<file path="src/rtl/core/bfsa_pkg.sv">
// ----------------------------------------------------------------------------
// bfsa_pkg: shared types and constants for the best-fit segment allocator
// Sizes, action and status codes, the segment record and cell command struct.
// ----------------------------------------------------------------------------
package bfsa_pkg;

  localparam int unsigned MaxSegments = 16;
  localparam int unsigned AddrBits    = 16;
  localparam int unsigned TimeBits    = 32;
  localparam int unsigned IdxBits     = $clog2(MaxSegments);
  localparam int unsigned CntBits     = $clog2(MaxSegments + 1);

  localparam logic [1:0] ActAlloc   = 2'd0;
  localparam logic [1:0] ActFree    = 2'd1;
  localparam logic [1:0] ActTime    = 2'd2;
  localparam logic [1:0] ActCompact = 2'd3;

  localparam logic [2:0] StOk      = 3'd0;
  localparam logic [2:0] StNoFit   = 3'd1;
  localparam logic [2:0] StNoId    = 3'd2;
  localparam logic [2:0] StDupId   = 3'd3;
  localparam logic [2:0] StFull    = 3'd4;

  typedef struct packed {
    logic [AddrBits-1:0] start;
    logic [AddrBits-1:0] size;
    logic [15:0]         owner;
    logic [TimeBits-1:0] left;
  } seg_t;

  // Per-cycle command to every cell of the row
  typedef struct packed {
    logic                shift_up;   // take left neighbor's record (insert)
    logic                shift_dn;   // take right neighbor's record (remove)
    logic [IdxBits-1:0]  pivot;      // index where insert/remove happens
    logic                load;       // write new record at pivot
    seg_t                rec;        // new record
    logic                age;        // subtract elapsed from cell at pivot
    logic [TimeBits-1:0] elapsed;
    logic                set_start;  // overwrite start at pivot
    logic [AddrBits-1:0] new_start;
  } cell_cmd_t;

endpackage

</file>
<file path="src/rtl/core/bfsa_cell.sv">
// ----------------------------------------------------------------------------
// bfsa_cell: one table slot of the segment row
// Holds one segment record; shifts with its neighbors on insert and remove.
// ----------------------------------------------------------------------------
module bfsa_cell (
  input  logic                          clk_i,
  input  logic [bfsa_pkg::IdxBits-1:0]  idx_i,
  input  bfsa_pkg::cell_cmd_t           cmd_i,
  input  bfsa_pkg::seg_t                left_i,
  input  bfsa_pkg::seg_t                right_i,
  output bfsa_pkg::seg_t                seg_o
);

  bfsa_pkg::seg_t seg_q, seg_d;

  // next record from the row command
  always_comb begin
    seg_d = seg_q;
    if (cmd_i.shift_up && idx_i > cmd_i.pivot) begin
      seg_d = left_i;
    end else if (cmd_i.shift_dn && idx_i >= cmd_i.pivot) begin
      seg_d = right_i;
    end
    if (idx_i == cmd_i.pivot) begin
      if (cmd_i.load) begin
        seg_d = cmd_i.rec;
      end
      if (cmd_i.age) begin
        seg_d.left = seg_q.left - cmd_i.elapsed;
      end
      if (cmd_i.set_start) begin
        seg_d.start = cmd_i.new_start;
      end
    end
  end

  always_ff @(posedge clk_i) begin
    seg_q <= seg_d;
  end

  assign seg_o = seg_q;

endmodule

</file>
<file path="config.mk">
export PLATFORM = sky130hd
export DESIGN_NAME = bfsa_cell
export DESIGN_NICKNAME = d
export VERILOG_FILES = /design/src/rtl/core/bfsa_pkg.sv /design/src/rtl/core/bfsa_cell.sv
export SDC_FILE = /design/constraint.sdc
export NUM_CORES = 1
export LEC_CHECK = 0
export BUFFER_PORTS_ARGS = -buffer_cell sky130_fd_sc_hd__buf_2
export CAP_MARGIN = 10
export CORE_AREA = 4 4 145 147
export CTS_CLUSTER_DIAMETER = 40
export DETAILED_ROUTE_END_ITERATION = 10
export DIE_AREA = 0 0 149 151
export GPL_TIMING_DRIVEN = 0
export PLACE_DENSITY = 0.63
export RECOVER_POWER = 100
export SYNTH_ARGS = -nofsm -noshare
export SYNTH_HDL_FRONTEND = slang
export SYNTH_SLANG_ARGS = --single-unit
</file>
<file path="constraint.sdc">
create_clock -name clk_i -period 3.1 [get_ports clk_i]
set_input_delay 0.31 -clock clk_i [delete_from_list [all_inputs] [get_ports clk_i]]
set_output_delay 0.31 -clock clk_i [all_outputs]
set_load 0.02 [all_outputs]
</file>
# Yosys cells after proc, flatten, opt, wreduce, memory -nomap -nowiden
# Cells that the tools add are included.
[op_classes]
addsub = 1
magnitude_cmp = 2
n_eq_ne = 1
mux = 6
reduce_logical = 2
[ops]
columns = ["cell", "count"]
rows = [
  ["$mux W80", 4],
  ["$mux W32", 1],
  ["$sub A32 B32 Y32", 1],
  ["$mux W16", 1],
  ["$eq A4 B4 Y1", 1],
  ["$ge A4 B4 Y1", 1],
  ["$gt A4 B4 Y1", 1],
  ["$logic_and A1 B1 Y1", 2],
]
[word_totals]
register_bits = 80
input_bits = 302
out_inout_bits = 80
word_cells = 16

# Longest topological paths before layout
# Gate-level depths: netlist of the first run.
[logic_depth]
ltp_word = 7
depth_mapped = 12
mapped_depth_nobuf = 12

# Least setup slack after synthesis of the first run
# Ideal clock, no wire load.
[synth_timing]
kind = "register -> register"
startpoint = "register seg_q (netlist bit seg_o[0])"
endpoint = "register seg_q (netlist bit seg_o[26])"
setup_time_ns = 0.116
t_arrival_ns = 2.492
required_ns = 2.984
setup_slack_ns = 0.492
stages_incl_launch_ff = 13
n_path_buf = 0
period_less_slack_ns = 2.608
path_cell_list = "dfxtp_1 > inv_1 > ha_1 > fa_1 > nor2b_1 > o31a_1 > nor2_1 > o21bai_1 > a31oi_1 > a31oi_2 > xnor2_1 > nand2_1 > a31o_2"
[synth_lines]
columns = ["item", "line_no", "source"]
rows = [
  ["start: declaration", "bfsa_cell.sv:14", "bfsa_pkg::seg_t seg_q, seg_d;"],
  ["start signal: assignment", "bfsa_cell.sv:38", "seg_q <= seg_d;"],
]

==> results.txt, run 1 <==
The worst path required time is 3340 ps. The category of the worst setup path capture point is a register. The signal on the critical path passes through clkbuf_1, ha_1, nand4_1, and2_1, o21ai_1, clkbuf_2, clkbuf_1, nand2_1, o221ai_1, nand2_1.

The cell type of the slowest stage on the worst timing path is clkbuf_1. The largest stage delay on the critical path is 510 ps. The detailed router placed 8025 vias in this run. The final number of hold-violating endpoints is 0.

The count of hold buffers inserted by post-cts repair is 0. By area the synthesized netlist is led by dfxtp_1 25%, mux2i_1 10%, ha_1 6.7%. The max-slew headroom at the worst pin is 29.5%. Max-cap violations in this run came to 0. The transition time at the pin with the least slew margin came out at between 1000 and 1500 ps. The via count of the first global-routing pass came out at just under 8000. The share of the synthesized area in the top cell type came out at 24.6%. The sum of routed wire length over all layers is approximately 32000 µm. The critical-path maximum fanout came out at 10. The number of vias per cell after detailed routing came out at around 5.3. Once the clock tree was built, the resizer swapped 0 gates to a different size. The global-route wire length before repair came out at 46100 µm.

The residual overflow from global routing is 0. Clock tree synthesis selected as its root buffer the cell clkbuf_16. The number of primary I/O pins is around 380. The largest net degree at the start of global routing came out at 14. In this run the post-CTS setup repair buffer count came out at 0. The share of cells above drive strength 1 came out at 29.0%.

The clock sink count came out at 80. The area fraction in and, or, nand and nor cells after synthesis is 15.3%. The peak ir drop on the vdd network came out at 303 µV. Multiplexer cells account for between 10% and 20% of the synthesized area.

After synthesis, the largest family of logic cells by area is compound AO/OA/AOI/OAI gates. Clock-pin slew was measured on the worst setup and hold paths at about 70 ps. Dividing the final minimum period by the clock period gives about 95%. The synthesized netlist net count is around 1200. The DRC violations left came out at 0. Among all flip-flop cells after synthesis, the most frequent one is dfxtp_1. The starting density of the core is 32.7%. The class of the most critical setup path is in2reg. The initial antenna violation count came to 7. The average wire length per cell after detail routing came out at 21.5 µm. The number of buffers on the longest clock path is 2. In this run the mean area of a mapped cell was between 7 and 8 µm². The worst setup timing slack at the placement stage came out at -158 ps. The area of the die came out at 22500 µm².

The width of the die is 149 µm. The tightest min-delay check is of the in2reg type. The sequential-to-total area share from yosys stat is 24.6%. The warning count from the yosys run is 0.

The area share of fa/ha/maj cells after synthesis came out at 7.04%. The die is 151 µm tall. The number of distinct library cells after synthesis came out at 76. The final net count came out at 1567. For this run, the share of the core covered by cells in the final layout is between 40% and 50%. The clock latency of the later-clocked register in the worst-skew pair is 360 ps.

The cell row count is 52. Counting the buffers created by CTS gives 9. The share of flip-flops with an asynchronous set or reset after synthesis is 0%. The buffering stage count on the worst path with inverters included is 3. For this run, the detailed router's first-pass iteration total came to 5. The family with the most delay on the worst path is buffers and inverters. For this run, the total global-route usage over all layers was measured as 27.2%. The total of endpoints with negative setup slack in the final report is 0. The critical path data arrival time is 3180 ps. The synthesized-area fraction occupied by xor and xnor cells is 3.10%. The netlist area before placement is roughly 6500 µm². The static leakage came out at approximately 0.0044 µW. Relative to the synthesized area, the layout overhead comes to 37.8%. The fmax is 340 MHz. The number of flip-flops under the largest register name came out at 80. The total count of max-transition violations in the final report came to 0. The minimum period implied by the final worst setup slack is 2940 ps. The detailed placer's ending HPWL is 26100 µm.

dfxtp_1 takes more of the synthesized area than any other cell. Routability-driven placement finished with a final weighted congestion of between 0.9 and 1. Summing the areas of all compound-gate instances in the mapped netlist gives ~31% of the synthesized area. The level count of the clock H-tree came out at 3. TritonCTS built the clock tree.

The violation count after the first detailed-route iteration is 361. The run finished with clean final reports. Setup repair after global routing left no endpoint under its margin. The number of synthesized register bits is 80.

During placement, the flow inserted port buffers numbering 379. The area of the placeable core came out at roughly 20000 µm². The number of nets still failing antenna checks after routing is 0. The worst setup path is launched from an input pin. The minimum setup slack in the final design came out at 157 ps. The number of synthesized flops with an enable pin came out at 0. The worst hold margin is approximately 150 ps. After technology mapping, the gate count stands at 839. The clock skew after layout is around 14 ps. The cell area power density came out at about 680 nW/µm².
worst register-to-register path: cells and delay by family, from the launching register on:
| family | cells | cell delay (ps) |
|---|---|---|
| AO/OA/AOI/OAI | 4 | 960 |
| adder cells (fa/ha/maj) | 1 | 350 |
| flip-flops | 1 | 340 |
| multiplexers | 1 | 200 |
| AND/OR/NAND/NOR | 4 | 920 |
final timing paths:
| kind | start | to | slack (ps) | cells after the start |
|---|---|---|---|---|
| min reg2reg | seg_o[31]$_DFF_P_ | seg_o[31]$_DFF_P_ | 610 | 2 |
| min | cmd_i[87] | seg_o[37]$_DFF_P_ | 150 | 3 |
| max reg2reg | seg_o[8]$_DFF_P_ | seg_o[31]$_DFF_P_ | 180 | 10 |
| max | idx_i[3] | seg_o[66]$_DFF_P_ | 160 | 10 |
power by group:
group	leakage [µW]	internal, µW	switching (µW)
clock	0.000159	787	509
sequential	0.000674	1350	257
combinational	0.00361	1270	1890
logic make-up after synthesis:
logic type	count (synthesis)
DFF	80
muxes	70
xor gates and xnor gates	23
AOI/OAI and AO/OA	293
and+or+nand+nor	225
adders and majority gates	36
buffers and inverters	112
per-stage QoR:
| stage | std cells | total power, µW | TNS (ps) | instance area, µm² |
|---|---|---|---|---|
| floorplan | 839 | 3740 | 0 | 6510 |
| global placement | 1488 | 4810 | -3480 | 8740 |
| detailed placement | 1488 | 4840 | -2720 | 8740 |
| CTS | 1503 | 6140 | 0 | 9080 |
| global route | 1505 | 6460 | 0 | 8970 |
| finish | 1506 | 6050 | 0 | 8970 |
metal layers:
layer / wire length, µm / vias up / share of wire [%] / global-route usage, %
met1: 12800 / 3661 / 40 / 32.7
met3: 2830 / 80 / 8.7 / 6.79
met5: 53 / - / 0.16 / 0
met2: 15600 / 411 / 48 / 46.7
met4: 1190 / 8 / 3.7 / 10.8
li1: - / 3865 / - / -
cell usage after synthesis, drive strengths merged (3+ instances only):
cell    count
a211oi      4
a21o       12
a21oi      83
a22oi       3
a31oi      13
a32oi      18
and2        3
and3        3
buf        23
clkbuf     36
dfxtp      80
ha         35
inv        51
mux2i      68
nand2      96
nand2b      3
nand3      11
nand4       6
nor2       74
nor2b       7
nor3       11
o211ai      4
o21a        7
o21ai      57
o21bai      5
o221a       4
o221ai     38
o22a        6
o22ai      13
o31a        4
o31ai       3
or3         3
xnor2      10
xor2       13
area by class of cell:
cell class	instances	area, µm²
Tap cell	270	338
Fill cell	2144	10900
Timing Repair Buffer	379	1800
Multi-Input combinational cell	647	4330
Buffer	61	367
Clock inverter	5	106
Inverter	51	191
Antenna cell	3	7.51
Sequential cell	80	1600
Clock buffer	10	229
placed cells by master, fill, tap and decap left out, drive strengths merged, types with 18 or more instances in the layout:
master and n:
clkbuf 134, inv 51, o221ai 38, o21ai 57, dfxtp 80, mux2i 68
ha 35, nand2 96, a32oi 18, buf 314, a21oi 83, nor2 74
No activity file was read; power rests on OpenSTA's default activity.
==> inputs of run 2 (changes only) <==
Settings changed: ABC_AREA from default to 1, PLACE_DENSITY 0.63 to 0.77.
==> run 2 against run 1 <==
Global-route usage grew 5.2 points. First-iteration DRC count grew to 2.6 times the previous value. Critical path depth unchanged. Register-to-register slack better by 490 ps. Combinational power grew 11%. Final area rose by 14%. Critical endpoint is now seg_o[2]$_DFF_P_. Flip-flop and latch count unchanged. Wire length increased by 21%. Core utilization grew 6.5 points. Setup slack improved by 270 ps. Largest power group unchanged. Non-clock buffer count increased by 8. Clock skew decreased by 6.5 ps.
==> results.txt, run 2 <==
By area the synthesized netlist is led by nand2_1 22%, dfxtp_1 20%, inv_1 9.2%. The global-route wire length before repair is 55600 µm (+21%). The category of the worst setup path capture point is a register.

The final number of hold-violating endpoints is 0 (unchanged). The height of the die is 151 µm (unchanged). The worst path required time came out at 3320 ps (-20 ps). The synthesized netlist net count came out at 1721 (+46%). In the synthesized netlist the dominant register cell turns out to be dfxtp_1.

The transition time at the pin with the least slew margin is 819 ps (-235 ps). The library cell used most frequently in the layout, excluding fill and tap cells, is nand2_1. The number of primary I/O pins is 382 (unchanged). The worst setup path is of the in2reg kind. By instance count, the leading cell after synthesis is nand2_1. The growth of design area from synthesis to finish is 30.9%. The cell row count is 52 (unchanged). The level count of the clock H-tree is 3 (unchanged). The final standard cell utilization of the core is 51.5% (+6.5 points). The fraction of power spent switching nets is 50.5% (+6.6 points). The number of vias per cell after detailed routing is 5.25 (-1.5%).

The detailed placer's ending HPWL was 32000 µm (+22%). The number of synthesized flops with an enable pin came to 0 (unchanged). The global-route usage over all layers came out at 32.4% (+5.2 points). The clock skew after layout came to 7.27 ps (-6.52 ps).

Ranked by instance count, the synthesized netlist is headed by 467 x nand2_1, 192 x inv_1, 135 x nor2_1. The final net count is 2112 (+35%). The area of the placeable core is 19900 µm² (unchanged).

The residual overflow from global routing is 0 (unchanged). The per-instance average area after synthesis came out at 5.67 µm² (-27%). The clock transition at the registers of the reported paths is 70 ps (about the same). Setup repair after global routing left no endpoint under its margin. The number of buffers on the longest clock path is 2 (unchanged).

The global placement routability congestion is 0.983 (+4.1%). The peak ir drop on the vdd network is 320 µV (+5.8%). The final clock period utilization by the worst path came to 86.4% (-8.6 points). The number of detailed-route iterations in the first pass came to 7 (+2). The width of the die is 149 µm (unchanged).

STA classifies the critical path startpoint as an input pin. The violation count after the first detailed-route iteration came out at 955 (+160%). The critical path data arrival time came to 2900 ps (-280 ps). The run finished with clean final reports.

The starting density of the core came out at 39.4% (+6.7 points). The number of flip-flops under the largest register name came to 80 (unchanged). The quantity of gates resized following cts was 0 (unchanged). Leaving out fill and tap cells, the most frequent cells in the layout are 468 x nand2_1, 312 x buf_2, 193 x inv_1, 135 x nor2_1, 121 x clkbuf_1.

The buffer type at the clock tree root is clkbuf_16. The total of endpoints with negative setup slack in the final report is 0 (unchanged). The tightest min-delay check is of the in2reg type. The number of synthesized register bits is 80 (unchanged). The clock share of power is 17.7% (-3.7 points). The count of hold buffers inserted by post-cts repair came out at 0 (unchanged).

The static leakage is 0.00555 µW (+25%). The number of vias after detailed routing is 10794 (+35%). The share of the synthesized area in the top cell type is 22.4% (-2.2 points). The total count of max-transition violations in the final report came to 0 (unchanged).

The warning count from the yosys run is 0 (unchanged). The worst hold margin is 205 ps (+57.0 ps). The sequential group share of total power is 26.1% (-0.4 points). The cell type with the largest total area after synthesis is nand2_1. The sum of routed wire length over all layers came to 39200 µm (+21%). The net switching power of the design is 3160 µW (+19%). The via count of the first global-routing pass is 9803 (+25%). The max capacitance violation total came out at 0 (unchanged). TritonCTS built the clock tree. The max-slew headroom at the worst pin came out at 45.4% (+16 points). The sequential-to-total area share from yosys stat is 20.4% (-4.2 points).

The share of flip-flops with an asynchronous set or reset after synthesis came out at 0% (unchanged). The number of filler instances in the final layout came out at 2185 (+1.9%). The number of buffers added for setup after CTS is 0 (unchanged). The sum of negative setup slack came out at 0 ps (unchanged). The part of the total power dissipated in combinational logic came to 56.1% (+4.0 points).

The clock sink count is 80 (unchanged). The netlist area before placement came to 7840 µm² (+20%). The largest net degree at the start of global routing is 16 (+2).

The clock latency of the later-clocked register in the worst-skew pair came to 350 ps (about the same). The share of cells above drive strength 1 came out at 19.8% (-9.2 points). The initial antenna violation count came out at 8 (+1). The cell area power density is 610 nW/µm² (-9.7%). The fmax is 373 MHz (+9.9%).

The minimum period implied by the final worst setup slack came to 2680 ps (-265 ps). The number of instances in the synthesized netlist is 1383 (+65%). The number of distinct library cells after synthesis came to 38 (-50%). The internal portion of total power was 3100 µW (-8.9%). The number of I/O port buffers is 380 (+0.26%). The area of the die came to 22500 µm² (unchanged). The DRC violations left is 0 (unchanged).

The TritonCTS buffer count is 9 (unchanged). The critical-path maximum fanout is 10 (unchanged). The average wire length per cell after detail routing is 19.1 µm (-12%). The number of nets still failing antenna checks after routing is 0 (unchanged).
==> run 2: changes by cell type after synthesis, moves of 62 or more <==
cell	delta
inv_1	+141
mux2i_1	-68
nand2_1	+372
nand3_1	+92
nor2_1	+62
o211ai_1	+65
==> run 2: logic make-up after synthesis <==
| kind of cell | count (synthesis) | share of synthesized area, % |
|---|---|---|
| flops | 80 | 20.4 |
| fa+ha+maj | 36 | 5.84 |
| compound gates | 214 | 17.4 |
| xor+xnor | 5 | 0.559 |
| buf+inv | 264 | 13.7 |
| simple gates | 784 | 42.0 |
==> run 2: stage by stage <==
| step | cells | area, µm² | setup slack, ps | power [µW] |
|---|---|---|---|---|
| 3_3_place_gp | 2033 | 10100 | 523 | 5100 |
| 6_report | 2056 | 10300 | 422 | 6260 |
| 3_5_place_dp | 2033 | 10100 | 573 | 5150 |
| 5_1_grt | 2051 | 10200 | 246 | 6650 |
| 4_1_cts | 2049 | 10400 | 655 | 6260 |
| 2_1_floorplan | 1383 | 7840 | 1010 | 3880 |
==> run 2: final timing paths <==
kind	from	to	slack [ps]	cells after the start
max	idx_i[3]	seg_o[2]$_DFF_P_	420	10
max reg2reg	seg_o[0]$_DFF_P_	seg_o[24]$_DFF_P_	670	15
min	left_i[64]	seg_o[64]$_DFF_P_	210	3
min reg2reg	seg_o[33]$_DFF_P_	seg_o[33]$_DFF_P_	590	2
==> run 2: power groups by stage <==
| stage | clock, µW | sequential (µW) | combinational [µW] |
|---|---|---|---|
| after floorplan | 0 | 1930 | 1950 |
| after global routing | 1140 | 1650 | 3850 |
| after CTS | 1110 | 1610 | 3540 |
| final | 1110 | 1630 | 3510 |
| after global placement | 0 | 1620 | 3480 |
| after detailed placement | 0 | 1620 | 3530 |
==> run 2: routing by layer <==
layer  share of wire, %  track usage [%]  wire length (µm)  vias to the layer above
met4                3.1             10.1              1210                       12
met3                9.7             8.11              3780                       78
li1                   -                -                 -                     5240
met1                 42             42.6             16300                     4887
met2                 46             52.4             17800                      577
met5               0.23                0                89                        -
==> run 2: cell type report <==
cell class	count	area (µm²)	share of cell area, %
antenna	7	17.5	0.171
buffer	68	319	3.11
clock buffer	10	239	2.33
clock inverter	6	51.3	0.500
inverter	196	737	7.18
multi-input combinational	1039	5150	50.2
sequential	80	1600	15.6
tap	270	338	3.29
timing repair buffer	380	1800	17.6
==> run 2: worst max-delay path, stage by stage <==
cell and delay (ps):
buf_2 100, ha_1 340, a21oi_1 220, nand3_1 240
nand2_1 180, buf_6 180, clkinvlp_2 400, clkbuf_1 440
o211ai_1 350, a31oi_1 130
==> inputs of run 3 (changes only) <==
--- a/config.mk
+++ b/config.mk
@@ -17,2 +17,3 @@
 export RECOVER_POWER = 100
+export SLEW_MARGIN = 20
 export SYNTH_ARGS = -nofsm -noshare
==> constraint.sdc (replaced) <==
create_clock -name clk_i -period 3.1 [get_ports clk_i]
set_input_delay 0.62 -clock clk_i [delete_from_list [all_inputs] [get_ports clk_i]]
set_output_delay 0.62 -clock clk_i [all_outputs]
set_load 0.02 [all_outputs]
==> run 3 against run 2 <==
Die area stayed put. Total power shrank 0.16%. Clock power hardly changed. Register-to-register slack is essentially flat. Non-clock buffer count unchanged. Largest power group unchanged.
==> results.txt, run 3 (synthesis gave the netlist of run 2 again) <==
The flow ran to the end, and the final reports show no timing, DRC or antenna violations. The global placement routability congestion is 0.983 (unchanged). The number of nets still failing antenna checks after routing is 0 (unchanged).

The internal portion of total power is 3100 µW (about the same). The sequential group share of total power was 26.2% (about the same). The number of I/O port buffers is 380 (unchanged). The count of hold buffers inserted by post-cts repair came to 0 (unchanged). The number of buffers added for setup after CTS came out at 0 (unchanged). The class of the most critical setup path is in2reg. The residual overflow from global routing is 0 (unchanged). The share of cells above drive strength 1 came to 20.0% (+0.17 points). Setup repair after global routing left no endpoint under its margin.

The critical-path maximum fanout came out at 10 (unchanged). The area occupied by multi-input gates is 5160 µm² (about the same). The height of the die is 151 µm (unchanged). The cell area power density came out at 609 nW/µm² (-0.21%). The number of vias after detailed routing is 10778 (-0.15%). The clock sink count is 80 (unchanged). The number of primary I/O pins came to 382 (unchanged). The endpoint identified for the worst register-to-register timing path is seg_o[24]$_DFF_P_. The total of endpoints with negative setup slack in the final report came out at 0 (unchanged). The transition time at the pin with the least slew margin is 806 ps (-13.2 ps). The via count of the first global-routing pass is 9803 (unchanged). The quantity of gates resized following cts came out at 0 (unchanged). The part of the total power dissipated in combinational logic came to 56.1% (about the same). The register cell area after layout came out at 1600 µm² (unchanged). The sum of routed wire length over all layers came out at 39100 µm (-0.18%).

STA classifies the critical path startpoint as an input pin. The clock skew after layout was 6.20 ps (-1.07 ps). For hold timing, the worst endpoint is seg_o[64]$_DFF_P_. The depth of the worst hold-timing path came out at 3 (unchanged). The area of the die is 22500 µm² (unchanged). The clock latency of the later-clocked register in the worst-skew pair came out at 360 ps (about the same). The number of detailed-route iterations in the first pass came to 5 (-2). The final net count is 2112 (unchanged). The clock transition at the registers of the reported paths is 70 ps (about the same). The TritonCTS buffer count is 9 (unchanged).

The violation count after the first detailed-route iteration came out at 939 (-1.7%). The net switching power of the design is 3150 µW (-0.35%). The minimum period implied by the final worst setup slack came out at 2740 ps (+57.6 ps).

The library cell used most frequently in the layout, excluding fill and tap cells, is nand2_1. The detailed placer's ending HPWL came out at 32000 µm (unchanged). The cell row count came out at 52 (unchanged).

The clock share of power is 17.7% (about the same). The average wire length per cell after detail routing is 19.0 µm (-0.18%). The min-delay analysis places its worst path in the category in2reg.

The critical hold path startpoint is left_i[64]. The max capacitance violation total came out at 0 (unchanged). The starting density of the core came out at 39.4% (unchanged). The initial antenna violation count was 8 (unchanged). The area of the placeable core came out at 19900 µm² (unchanged).

The worst reg2reg path depth is 15 (unchanged). The number of filler instances in the final layout was 2180 (-0.23%). The critical path data arrival time came out at 3010 ps (+110 ps). The width of the die came out at 149 µm (unchanged). The number of vias per cell after detailed routing is 5.24 (-0.15%). The global-route usage over all layers is 32.4% (unchanged).

The global-route wire length before repair was 55600 µm (unchanged). The setup slack of the worst register-to-register path came out at 680 ps (about the same). The fraction of power spent switching nets is 50.4% (-0.098 points).

The growth of design area from synthesis to finish is 31.0% (about the same). In the layout the commonest cells are 467 x nand2_1, 313 x buf_2, 192 x inv_1, 135 x nor2_1, 121 x clkbuf_1. The final clock period utilization by the worst path was 88.2% (+1.9 points). The static leakage came out at 0.00556 µW (+0.13%). The startpoint identified for the worst register-to-register timing path is seg_o[0]$_DFF_P_. The category of the worst setup path capture point is a register.

The worst path required time was 3380 ps (+60 ps). The number of buffers on the longest clock path is 2 (unchanged). The DRC violations left was 0 (unchanged). The final standard cell utilization of the core came out at 51.6% (about the same). The level count of the clock H-tree is 3 (unchanged).

The final number of hold-violating endpoints is 0 (unchanged). The sum of negative setup slack is 0 ps (unchanged). The largest net degree at the start of global routing came to 16 (unchanged). TritonCTS built the clock tree. The number of flip-flops under the largest register name is 80 (unchanged). The max-slew headroom at the worst pin is 46.3% (+0.88 points). The fmax is 366 MHz (-2.1%). The total count of max-transition violations in the final report is 0 (unchanged). The cell sitting at the root of the clock tree is a clkbuf_16. The peak ir drop on the vdd network is 320 µV (about the same).
## run 3: cell type report
cell class	count	area share (%)
diodes	7	0.171
plain buffers	68	3.12
clock buffers	10	2.33
clock inverters	6	0.500
inverters	196	7.19
multi-input cells	1039	50.2
flip-flops and latches	80	15.6
well taps	270	3.29
repair buffers	380	17.6
## run 3: worst max-delay path by stage
stage                     from                end  slack [ps]  cells past startpoint
CTS                 cmd_i[134]  seg_o[32]$_DFF_P_         610                      9
finish              cmd_i[134]   seg_o[2]$_DFF_P_         360                     12
detailed placement  cmd_i[134]  seg_o[32]$_DFF_P_         260                      9
global placement    cmd_i[134]  seg_o[32]$_DFF_P_         210                      9
floorplan            cmd_i[17]  seg_o[24]$_DFF_P_         890                     14
global route        cmd_i[134]   seg_o[2]$_DFF_P_         210                     12
## run 3: through the flow
step	hold slack (ps)	cells	setup WS, ps	total power, µW	instance area, µm²
final	511	2056	364	6250	10300
after global placement	552	2033	213	5100	10100
after global routing	528	2051	211	6650	10300
after floorplan	651	1383	889	3880	7840
after detailed placement	562	2033	263	5150	10100
after CTS	513	2049	608	6260	10400
## run 3: power groups by stage
stage / combinational, µW / sequential (µW) / clock (µW)
after global routing: 3860 / 1650 / 1140
after floorplan: 1950 / 1930 / 0
after global placement: 3480 / 1620 / 0
after detailed placement: 3530 / 1620 / 0
after CTS: 3540 / 1610 / 1110
final: 3510 / 1630 / 1100
## run 3: routing by layer
metal  part of all wire [%]  up-vias  routed length, µm  GRT usage, %
met5                   0.23        -                 89             0
met4                    3.3       12               1280          10.1
met3                    9.7       88               3800          8.11
met2                     46      588              17800          52.4
met1                     41     4852              16100          42.6
li1                       -     5238                  -             -
## run 3: critical path: stages
cell and delay (ps):
buf_2 80, inv_1 30, ha_1 340, nand4_4 230, inv_2 130, nor2_1 40, nand2_1 80, buf_4 190
buf_4 220, clkbuf_1 600, o211ai_1 250, a31oi_1 200
